==> src/rtl/smx_pkg.sv <==
// shared types and constants for the sparse matrix store
// no dependencies; used by the rtl and the testbench

package smx_pkg;

   localparam int ROW_W       = 6;
   localparam int COL_W       = 6;
   localparam int DATA_W      = 32;
   localparam int STATUS_W    = 2;
   localparam int CFG_W       = 7;
   localparam int CFG_IDX_W   = 1;
   localparam int REQ_TDATA_W = 48;
   localparam int RSP_TDATA_W = 40;

   localparam logic [CFG_W-1:0] DIM_RESET = 7'd64;

   localparam logic OP_READ  = 1'b0;
   localparam logic OP_WRITE = 1'b1;

   localparam logic [STATUS_W-1:0] STATUS_OK    = 2'd0;
   localparam logic [STATUS_W-1:0] STATUS_RANGE = 2'd1;
   localparam logic [STATUS_W-1:0] STATUS_FULL  = 2'd2;

   localparam logic [CFG_IDX_W-1:0] REG_ROW_COUNT = 1'd0;
   localparam logic [CFG_IDX_W-1:0] REG_COL_COUNT = 1'd1;

   typedef enum logic [1:0] {
      ALU_PASS,
      ALU_INC,
      ALU_DEC,
      ALU_DEC_SAT
   } alu_op_type;

   typedef struct packed {
      logic lt;
      logic gt;
   } alu_cmp_type;

endpackage

==> src/rtl/smx_alu.sv <==
// shared step unit: pass, increment, decrement or saturating decrement with compares
// depends on smx_pkg

module smx_alu #(
   parameter int W = 9
) (
   input  smx_pkg::alu_op_type  op,
   input  logic [W-1:0]         a,
   input  logic [W-1:0]         b,
   output logic [W-1:0]         res,
   output smx_pkg::alu_cmp_type cmp
);

   always_comb begin
      case (op)
         smx_pkg::ALU_PASS:    res = a;
         smx_pkg::ALU_INC:     res = a + W'(1);
         smx_pkg::ALU_DEC:     res = a - W'(1);
         smx_pkg::ALU_DEC_SAT: res = (a == '0) ? a : a - W'(1);
         default:              res = a;
      endcase
   end

   assign cmp.lt = (res < b);
   assign cmp.gt = (a > b);

endmodule

==> config.mk <==
export PLATFORM = sky130hd
export DESIGN_NAME = smx_alu
export DESIGN_NICKNAME = d
export VERILOG_FILES = /design/src/rtl/smx_pkg.sv /design/src/rtl/smx_alu.sv
export SDC_FILE = /design/constraint.sdc
export NUM_CORES = 1
export LEC_CHECK = 0
export BUFFER_PORTS_ARGS = -buffer_cell sky130_fd_sc_hd__buf_2
export CAP_MARGIN = 15
export CORE_ASPECT_RATIO = 0.9
export CORE_UTILIZATION = 48
export DETAILED_ROUTE_END_ITERATION = 16
export GPL_TIMING_DRIVEN = 1
export PLACE_DENSITY = 0.81
export SLEW_MARGIN = 0
export SYNTH_ARGS = -nofsm -noshare
export SYNTH_HDL_FRONTEND = slang
export SYNTH_SLANG_ARGS = --single-unit
export TNS_END_PERCENT = 30
==> constraint.sdc <==
create_clock -name vclk -period 5.05
set_input_delay 1.2625 -clock vclk [all_inputs]
set_output_delay 1.2625 -clock vclk [all_outputs]
set_load 0.02 [all_outputs]
==> metrics.md <==
| Metric | Value |
|---|---|
| Seq pwr share | `0` |
| Average wire per standard cell | `13.77 um` |
| Synthesis-to-finish area growth | `24.68%` |
| Starting Density | `0.5162` |
| Critical path buffers and inverters | `3` |
| Max-cap violations | `0` |
| Tmin final | `4.850 ns` |
| Syn Inst Count | `120` |
| 1st-pass router iterations | `4` |
| Post-Syn Area | `877.1 um2` |
| Crit-path cells | `buf_2 -> inv_1 -> ha_4 -> nor4b_4 -> nand3_2 -> a31oi_1 -> xnor2_1 -> ha_1 -> a21o_1 -> a221oi_2 -> o21ai_0 -> a21oi_1 -> buf_2` |
| Crit path max fanout | `7` |
| Port buffer count | `31` |
| Row cnt | `14` |
| Unrepaired setup endpoints after global routing | `no` |
| Area of the die | `0.002002 mm2` |
| Worst slew margin | `0.6338` |
| Most frequent CP cell | `buf_2` |
| Post-detailed-route count of antenna-violating nets | `0` |
| CP max-delay cell | `ha_1` |
| DP HPWL | `2037 um` |
| Clk network pwr share | `0` |
| Kind of critical path | `in -> out` |
| Post-route DRC | `0` |
| Worst setup SP type | `input port` |
| Final setup violation count | `0` |
| P per Cell Area | `91.86 mW/mm2` |
| Post-synthesis sequential area ratio | `0` |
| # IOs | `31` |
| Cell Int Power | `0.00004182 W` |
| Clock buffer count | `0` |
| First-pass GRT wire length | `3891 um` |
| Drt first-iter violations | `22` |
| Cell depth of the worst setup path | `13` |
| Period utilization | `0.9603` |
| Nets@finish | `193` |
| Area after DPL | `0.001067 mm2` |
| Share of layout cells above drive strength 1 | `0.2895` |
| Max Clk Rate | `0.2062 GHz` |
| Worst Tran Pin Value | `0.5417 ns` |
| Register area | `0 um2` |
| Die extent in x | `47.06 um` |
| Final slew viol count | `0` |
| Total global routing overflow | `0` |
| Total GRT Usage | `0.2570` |
| Ant. Diodes | `0` |
| Final Cell Area | `0.001094 mm2` |
| Outcome | `finished, final reports clean` |
| NetSw | `0.00005863 W` |
| Delay-heaviest family, CP | `compound AO/OA/AOI/OAI gates` |
| HP Class | `in -> out` |
| Via/cell ratio | `5.847` |
| Routed WL | `2424 um` |
| Hold Path Cell Cnt | `3` |
| Combinational share of power | `1.000` |
| Sw Ratio | `0.5837` |
| Initial antenna violation count | `0` |
| Fin Setup TNS | `0 ns` |
| Worst VDD drop | `0.00004937 V` |
| CP Capture Type | `output port` |
| Die H | `42.55 um` |
| GPL Wtd Cong | `0.8757` |
| Syn Nets | `159` |
| Synth unique cells | `42` |
| CP max stage delay | `0.29 ns` |
| Core footprint | `0.001699 mm2` |
| Pin count of the biggest net entering global routing | `18` |
| Lkg Pwr | `0.5566 nW` |
| CP Data Required Time | `3.79 ns` |
| CP arrival | `3.59 ns` |
| Sequential cell count | `0` |
| Hold Vio Cnt, Final | `0` |
| Vias in the first global route | `920` |
| Post-CTS Hold Buffers | `0` |
| Syn avg cell area | `7.309 um2` |
| Yosys warns | `0` |
| Via count | `1,029` |
## stage by stage
stage                 util  setup WS, ns  hold WS, ns   power [W]  std cells
global route        0.6436       0.04628        2.965   0.0001109        176
finish              0.6436        0.2003        2.928   0.0001005        176
detailed placement  0.6281       0.06647        2.924  0.00009662        175
CTS                 0.6281       0.05946        2.929  0.00009714        175
global placement    0.6281        0.1626        2.916  0.00009325        175
floorplan                -       0.09430        2.667  0.00006258        120
## what timing repair did
| item | CTS | global route |
|---|---|---|
| resized for setup | 0 | 3 |
| hold endpoints to repair | 0 | 0 |
| setup endpoints to repair | 0 | 1 |
| buffers inserted | 0 | 1 |
## cells in the final DEF (no fill, tap or decap), types with 4 or more instances in the layout
| cell type | synthesis | final |
|---|---|---|
| nand3_1 | 6 | 6 |
| nand4_1 | 4 | 4 |
| nor2b_1 | 4 | 4 |
| inv_1 | 12 | 12 |
| buf_2 | 1 | 31 |
| xnor2_1 | 5 | 5 |
| nor2_1 | 10 | 10 |
| ha_1 | 19 | 18 |
| o22ai_1 | 4 | 4 |
| nand2_1 | 7 | 7 |
| a21oi_1 | 5 | 5 |
| buf_4 | 0 | 5 |
## path summary, 6_finish.rpt
path  start  endpoint  slack (ns)
max    a[0]    cmp[1]        0.20
min    a[0]    res[0]        2.93
## power groups by stage
stage               logic [W]  registers, W  clock network [W]
floorplan           0.0000626             0                  0
global placement    0.0000933             0                  0
detailed placement  0.0000966             0                  0
CTS                 0.0000971             0                  0
global route         0.000111             0                  0
finish               0.000100             0                  0
## synthesized netlist by cell type (3+ instances only)
| library cell | number | share of area |
|---|---|---|
| a21o_1 | 3 | 0.026 |
| a21oi_1 | 5 | 0.029 |
| a22oi_1 | 3 | 0.026 |
| and3_1 | 3 | 0.021 |
| ha_1 | 19 | 0.27 |
| inv_1 | 12 | 0.051 |
| nand2_1 | 7 | 0.030 |
| nand3_1 | 6 | 0.034 |
| nand4_1 | 4 | 0.029 |
| nor2_1 | 10 | 0.043 |
| nor2b_1 | 4 | 0.029 |
| o22ai_1 | 4 | 0.029 |
| xnor2_1 | 5 | 0.050 |
## area by class of cell
cell class	count	area (um2)
inverters	12	45.04
repair buffers	36	192.7
well taps	24	30.03
multi-input cells	104	825.8
fillers	168	605.6
## worst min-delay path, delay by kind of cell
kind,cells,cell delay (ns)
XOR/XNOR,1,0.09
buffers and inverters,2,0.30
## cell families (layout without fill, tap and decap cells)
logic type / after synthesis / count (layout) / synth area share
mux: 3 / 3 / 0.03994
buf+inv: 16 / 48 / 0.07987
fa+ha+maj: 19 / 19 / 0.2710
xor+xnor: 7 / 7 / 0.06990
compound gates: 30 / 30 / 0.2368
simple gates: 45 / 45 / 0.3024
## metal layers
layer / GRT usage / wire length, um
met1: 0.3538 / 1101
met4: 0.04000 / 41
met2: 0.4333 / 1136
met3: 0.01724 / 145
met5: 0 / 0
No activity file was read; power rests on OpenSTA's default activity.
