$ cat config.mk
export PLATFORM = sky130hd
export DESIGN_NAME = smx_ptr_ram
export DESIGN_NICKNAME = d
export VERILOG_FILES = /design/src/rtl/smx_ptr_ram.sv
export SDC_FILE = /design/constraint.sdc
export NUM_CORES = 1
export LEC_CHECK = 0
export ABC_AREA = 1
export ABC_CLOCK_PERIOD_IN_PS = 1650
export BUFFER_PORTS_ARGS = -buffer_cell sky130_fd_sc_hd__clkbuf_2
export CAP_MARGIN = 20
export CORE_MARGIN = 8
export CORE_UTILIZATION = 63
export DETAILED_ROUTE_END_ITERATION = 6
export MAX_ROUTING_LAYER = met4
export PLACE_DENSITY = 0.84
export SLEW_MARGIN = 20
export SYNTH_ARGS = -nofsm -noshare
export SYNTH_HDL_FRONTEND = slang
export SYNTH_SLANG_ARGS = --single-unit
$ cat constraint.sdc
create_clock -name clock -period 1.65 [get_ports clock]
set_clock_uncertainty 0.05 [all_clocks]
set_input_delay 0.0825 -clock clock [delete_from_list [all_inputs] [get_ports clock]]
set_output_delay 0.0825 -clock clock [all_outputs]
set_load 0.02 [all_outputs]
$ cat src/rtl/smx_ptr_ram.sv
// row pointer memory with per-entry valid bits, an invalid entry reads as zero
// no dependencies; used by sparse_matrix_store

module smx_ptr_ram #(
   parameter  int DEPTH = 65,
   parameter  int W     = 9,
   localparam int AW    = (DEPTH > 1) ? $clog2(DEPTH) : 1
) (
   input  logic          clock,
   input  logic          reset,
   input  logic          we,
   input  logic [AW-1:0] waddr,
   input  logic [W-1:0]  wdata,
   input  logic [AW-1:0] raddr,
   output logic [W-1:0]  rdata
);

   logic [W-1:0]     mem_ff [DEPTH];
   logic [DEPTH-1:0] valid_ff;
   logic [W-1:0]     rdata_ff;
   logic             rvalid_ff;

   always_ff @(posedge clock) begin
      if (reset) begin
         valid_ff  <= '0;
         rvalid_ff <= 1'b0;
      end else begin
         if (we) begin
            valid_ff[waddr] <= 1'b1;
         end
         rvalid_ff <= valid_ff[raddr];
      end
   end

   always_ff @(posedge clock) begin
      if (we) begin
         mem_ff[waddr] <= wdata;
      end
      rdata_ff <= mem_ff[raddr];
   end

   assign rdata = rvalid_ff ? rdata_ff : '0;

endmodule

==> impl_metrics.env, run 1 <==
export IMPL_place_hpwl_mm=45.35
export IMPL_seqPwrFrac=0.511
export IMPL_max_cap_viol_count=0
export IMPL_insertion_delay_ns=0.60
export IMPL_avgSynthCellArea_um2=11.13
export IMPL_required_ns=2.09
export IMPL_yosysWarnings=0
export IMPL_ir_drop_uv=1090
export IMPL_fin_crit_ns=1.585
export IMPL_vias=20030
export IMPL_drc=4
export IMPL_violations="design-rule violations"
export IMPL_cts_tree="yes"
export IMPL_worstSetupPathType="reg2reg"
export IMPL_clock_sinks=660
export IMPL_htree_levels=3
export IMPL_synthesis_instances=2384
export IMPL_wire_per_inst_um=23.54
export IMPL_fmax_mhz=630.9
export IMPL_intPower_mw=27.99
export IMPL_routabilityCongestion=0.9769
export IMPL_drt_iter0_markers=3286
export IMPL_rows=75
export IMPL_fin_crit_sh=0.9607
export IMPL_path_cells="o21ai_0, o22ai_1, o21ai_0, nor2_1, buf_4, nor2_1, nand2_1, nand3_2, nand2_1"
export IMPL_die_h_um=221.2
export IMPL_switching_share=0.2181
export IMPL_grt_max_degree=67
export IMPL_first_pass_iters=7
export IMPL_synth_seq_cells=660
export IMPL_power_mw=35.79
export IMPL_grt_pass1_vias=19640
export IMPL_status="finished with violations"
export IMPL_final_cell_mix="edfxtp_1, nor2_1, nand2_1, o21ai_0, buf_4"
export IMPL_drive_gt1_frac=0.1414
export IMPL_crit_path_start_kind="register"
export IMPL_critPathCaptureType="register"
export IMPL_syn_cell_area_um2=26520
export IMPL_worst_slew_pin_slew_ns=0.6719
export IMPL_cp_slowest_cell="edfxtp_1"
export IMPL_gr_usage_all_layers=0.3085
export IMPL_seq_area_frac_synth=0.7189
export IMPL_timing_final_hold_violations=0
export IMPL_path_delay_family="compound AO/OA/AOI/OAI gates"
export IMPL_core_um2=41760
export IMPL_power_density_nw_per_um2=1143
export IMPL_finalSetupViolations=0
export IMPL_p_clk_frac=0.419
export IMPL_slowest_delay_ns=0.38
export IMPL_grt_first_pass_wirelength_mm=113.2
export IMPL_worstPathArrival_ns=2.02
export IMPL_port_buffers=34
export IMPL_die_area_um2=48920
export IMPL_clockBufferDepth=3
export IMPL_ant_nets=0
export IMPL_via_per_inst=6.304
export IMPL_start_util=0.6352
export IMPL_slew_viol_final=0
export IMPL_synth_nets=2410
export IMPL_io_pins=35
export IMPL_final_common_cell="edfxtp_1"
export IMPL_numCtsBuffers=66
export IMPL_nets=2612
export IMPL_hold_path_class="in2reg"
export IMPL_crit_buf_inv=1
export IMPL_cts_clk_slew_worst_paths_ns=0.06
export IMPL_slew_headroom=0.5504
export IMPL_wl_mm=74.79
export IMPL_switchingPower_mw=7.807
export IMPL_synthToLayoutAreaGrowth_pct=18.04
export IMPL_p_leak_nw=11.49
export IMPL_yosysUniqueCellTypes=26
export IMPL_path_max_fanout=1
export IMPL_whs_ns=0.07680
export IMPL_fp_dieW_um=221.2
export IMPL_overflow=0
export IMPL_cts_root_buf="clkbuf_16"
export IMPL_antenna_found_initial=1
export IMPL_p_comb_frac=0.070
-- state kept, by name, summed over array words and instances (netlist names) --
| register | count |
|---|---|
| valid_ff | 65 |
| mem_ff | 585 |
| rvalid_ff | 1 |
| rdata_ff | 9 |
-- cells in the mapped netlist (all sizes together) --
master	n	area, µm²
nand3	130	650.6
nor3	34	170.2
a21boi	6	45.04
o2111ai	1	8.760
edfxtp	585	17570
nor2	488	1834
nand4	3	18.77
a31oi	2	12.51
o22ai	35	219.0
o211ai	39	292.8
inv	91	341.6
buf	78	429.2
o21ai	196	980.9
nand3b	3	22.52
nand2	477	1790
clkbuf	56	210.2
clkinv	2	7.510
or2	5	31.28
dfxtp	75	1501
a21oi	78	390.4
-- final timing paths --
| kind | from | end | slack [ns] | cells past startpoint |
|---|---|---|---|---|
| worst max register to register | mem_ff[46][5] | rdata_ff[5] | 0.06 | 9 |
| worst max-delay path | mem_ff[46][5] | rdata_ff[5] | 0.06 | 9 |
| worst min-delay path | raddr[4] | rvalid_ff | 0.08 | 4 |
| worst min register to register | mem_ff[64][5] | rdata_ff[5] | 0.42 | 2 |
-- per-stage QoR --
stage	util	setup WS, ns	setup TNS [ns]	cells	instance area [µm²]
after floorplan	-	0.1619	0	2384	26520
after global placement	0.6932	-0.2053	-1.389	3045	28950
after detailed placement	0.6932	-0.2788	-3.371	3045	28950
after CTS	0.7482	0.05731	0	3176	31250
after global routing	0.7498	-0.01187	-0.01646	3177	31310
final	0.7498	0.06487	0	3177	31310
-- cells by family (layout without fill, tap and decap cells) --
logic type | count (synthesis) | in the layout | synth area share
buffers and inverters | 227 | 480 | 0.03727
AOI/OAI and AO/OA | 357 | 357 | 0.07349
DFF | 660 | 660 | 0.7189
and+or+nand+nor | 1140 | 1140 | 0.1703
other | 0 | 1 | 0
-- layout make-up --
| cell class | count | area, µm² |
|---|---|---|
| sequential | 660 | 19070 |
| fill | 2462 | 10450 |
| multi-input combinational | 1497 | 6541 |
| timing repair buffer | 268 | 2495 |
| clock buffer | 97 | 1944 |
| tap | 539 | 674.4 |
| inverter | 93 | 356.6 |
| clock inverter | 22 | 226.5 |
| antenna | 1 | 2.502 |
-- power groups by stage --
stage | logic [mW] | clock network, mW | registers (mW)
floorplan | 1.11 | 0 | 18.6
global placement | 2.28 | 0 | 18.6
detailed placement | 2.35 | 0 | 18.6
CTS | 2.41 | 15.0 | 18.3
global route | 2.63 | 15.7 | 18.3
finish | 2.51 | 15.0 | 18.3
-- worst min-delay path, stage by stage --
cell and delay [ns]:
clkbuf_2 0.17, nor2_1 0.19, nand3_1 0.16, a21oi_1 0.08
-- what timing repair did --
action / CTS / global route
buffers inserted: 0 / 0
endpoints found under the setup margin: 12 / 5
hold buffers: 12 / 0
hold endpoints to repair: 514 / 0
gates resized for setup: 4 / 18
pin swaps: 0 / 8
-- per-layer routing --
layer,GRT usage,up-vias,routed length [µm]
li1,-,8621,-
met4,0.1733,0,4492
met5,-,-,0
met2,0.4797,1629,35090
met1,0.3793,9453,25810
met3,0.06150,325,9395
No activity file was read; power rests on OpenSTA's default activity.
==> run 2, diff against run 1 <==
--- a/config.mk
+++ b/config.mk
@@ -9,11 +9,13 @@
 export ABC_CLOCK_PERIOD_IN_PS = 1650
 export BUFFER_PORTS_ARGS = -buffer_cell sky130_fd_sc_hd__clkbuf_2
 export CAP_MARGIN = 20
+export CELL_PAD_IN_SITES_DETAIL_PLACEMENT = 0
+export CELL_PAD_IN_SITES_GLOBAL_PLACEMENT = 1
 export CORE_MARGIN = 8
-export CORE_UTILIZATION = 63
+export CORE_UTILIZATION = 51
 export DETAILED_ROUTE_END_ITERATION = 6
 export MAX_ROUTING_LAYER = met4
-export PLACE_DENSITY = 0.84
+export PLACE_DENSITY = 0.83
 export SLEW_MARGIN = 20
 export SYNTH_ARGS = -nofsm -noshare
 export SYNTH_HDL_FRONTEND = slang
==> impl_metrics.env, run 2 (same netlist as run 1, synthesis figures left out) <==
export IMPL_crit_path_start_kind="input pin"
export IMPL_reg2reg_to="rdata_ff[2]"
export IMPL_placed_area_um2=29020
export IMPL_min_to="rdata_ff[8]"
export IMPL_final_common_cell="edfxtp_1"
export IMPL_critPathCaptureType="register"
export IMPL_grt_first_pass_wirelength_mm=110.5
export IMPL_wire_per_inst_um=22.07
export IMPL_rows=83
export IMPL_clockBufferDepth=3
export IMPL_antenna_found_initial=0
export IMPL_reg2regPathDepth=11
export IMPL_grt_busiest_layer="met2"
export IMPL_reg2reg_setup_slack_ns=0.09
export IMPL_status="completed"
export IMPL_cts_clk_slew_worst_paths_ns=0.06
export IMPL_drt_iter0_markers=2248
export IMPL_grt_max_degree=67
export IMPL_fmax_mhz=629.0
export IMPL_worst_slew_pin_slew_ns=0.5196
export IMPL_fin_crit_ns=1.590
export IMPL_startpoint="raddr[3]"
export IMPL_nets=2611
export IMPL_slew_viol_final=0
export IMPL_hold_path_class="in2reg"
export IMPL_gr_usage_all_layers=0.2501
export IMPL_ir_drop_uv=859.7
export IMPL_final_cell_mix="edfxtp_1, nor2_1, nand2_1, o21ai_0, buf_4"
export IMPL_slowest_delay_ns=0.66
export IMPL_setup_tns_ns=0
export IMPL_vias=18880
export IMPL_use_met3=0.04218
export IMPL_drc=0
export IMPL_synthToLayoutAreaGrowth_pct=18.22
export IMPL_path_max_fanout=7
export IMPL_use_met2=0.3977
export IMPL_largest_register_ffs=585
export IMPL_cts_tree="yes"
export IMPL_rr_startpoint="mem_ff[24][2]"
export IMPL_insertedDiodeCount=0
export IMPL_timing_final_hold_violations=0
export IMPL_grt_pass1_vias=18290
export IMPL_cp_slowest_cell="dlygate4sd3_1"
export IMPL_via_per_inst=5.685
export IMPL_place_hpwl_mm=45.20
export IMPL_clock_sinks=660
export IMPL_finalSetupViolations=0
export IMPL_rsz0062_at_grt="true"
export IMPL_first_pass_iters=6
export IMPL_insertion_delay_ns=0.62
export IMPL_regMostFlops="mem_ff"
export IMPL_power_density_nw_per_um2=1125
export IMPL_final_area_um2=31360
export IMPL_start_util=0.5160
export IMPL_fp_dieW_um=244.1
export IMPL_fin_crit_sh=0.9636
export IMPL_largestRegisters="mem_ff x585, valid_ff x65, rdata_ff x9"
export IMPL_p_leak_nw=11.43
export IMPL_routabilityCongestion=0.9013
export IMPL_slew_headroom=0.6532
export IMPL_wl_mm=73.30
export IMPL_grt_util_met1=0.3196
export IMPL_worstHoldStart="raddr[3]"
export IMPL_post_cts_buffers=0
export IMPL_path_delay_family="buffers and inverters"
export IMPL_cts_root_buf="clkbuf_16"
export IMPL_core_um2=51410
export IMPL_worstPathArrival_ns=2.09
export IMPL_htree_levels=3
export IMPL_ant_nets=0
export IMPL_io_pins=35
export IMPL_drive_gt1_frac=0.1412
export IMPL_die_h_um=244.1
export IMPL_port_buffers=34
export IMPL_required_ns=2.15
export IMPL_overflow=0
export IMPL_power_mw=35.28
export IMPL_worstSetupPathType="in2reg"
export IMPL_numCtsBuffers=68
export IMPL_min_path_cells=6
export IMPL_max_cap_viol_count=0
export IMPL_crit_buf_inv=4
export IMPL_die_area_um2=59560
export IMPL_path_cells="clkbuf_2, dlygate4sd3_1, nor2_2, inv_1, buf_4, nor2_1, nor2_1, nand2_1, nand3_1, nand2_1"
## run 2: changes by cell type in the layout (fill, tap and decap cells not counted), moves of 2 or more
cell,before,now
clkinv_2,6,14
buf_12,42,38
clkbuf_8,7,3
dlygate4sd3_1,12,16
buf_4,181,178
bufinv_16,5,2
clkinv_1,12,15
inv_6,1,4
clkbuf_1,19,17
nor2_2,2,4
## run 2: per-stage QoR
stage / worst slack [ns] / hold WS, ns / utilization / std cells
CTS: 0.008008 / 0.02177 / 0.6084 / 3320
detailed placement: -0.3133 / 0.3804 / 0.5645 / 3179
global route: -0.008387 / 0.08633 / 0.6100 / 3321
floorplan: 0.1619 / 0.1314 / - / 2384
finish: 0.06012 / 0.07805 / 0.6100 / 3321
global placement: -0.2909 / 0.3783 / 0.5645 / 3179
## run 2: worst max path at each step
| stage | endpoint | slack [ns] | cells after the start |
|---|---|---|---|
| floorplan | mem_ff[16][0] | 0.16 | 5 |
| global placement | rdata_ff[0] | -0.29 | 12 |
| detailed placement | rdata_ff[4] | -0.31 | 10 |
| CTS | rdata[5] | 0.008 | 3 |
| global route | rdata_ff[1] | -0.008 | 10 |
| finish | rdata_ff[2] | 0.06 | 10 |
## run 2: repair_timing
item / in CTS / in global routing
hold endpoints to repair: 604 / 1
resized for setup: 1 / 21
cloned: 0 / 0
endpoints found under the setup margin: 9 / 12
hold buffers: 15 / 1
pin swaps: 0 / 5
## run 2: final cells by class
class | instances | area (µm²)
tap | 680 | 850.8
fill | 4106 | 20050
clock buffer | 90 | 1857
inverter | 93 | 356.6
sequential | 660 | 19070
clock inverter | 36 | 246.5
multi-input combinational | 1497 | 6541
timing repair buffer | 265 | 2432
## run 2: worst reg2reg max path, stage by stage, from the launching register on
cell and delay [ns]:
edfxtp_1 0.34, nor2_1 0.04, nor2_1 0.13, o21ai_0 0.10, buf_4 0.14, o211ai_1 0.07, nand3_1 0.11, nand2_1 0.12
nand2_1 0.09, nand2_1 0.13, nand3_1 0.09, nand2_1 0.09
## run 2: report_power, final
part           switching, mW  total (mW)  internal, mW  leakage, nW
Clock                   6.31        14.6          8.28         1.04
Sequential            0.0338        18.3          18.2         5.87
Combinational           1.64        2.42         0.780         4.52
Total                   7.99        35.3          27.3         11.4
## run 2: routing by layer
metal	vias to the layer above	part of all wire
met5	-	0
met4	0	0.041
met3	204	0.087
met2	940	0.48
met1	9114	0.40
li1	8622	-
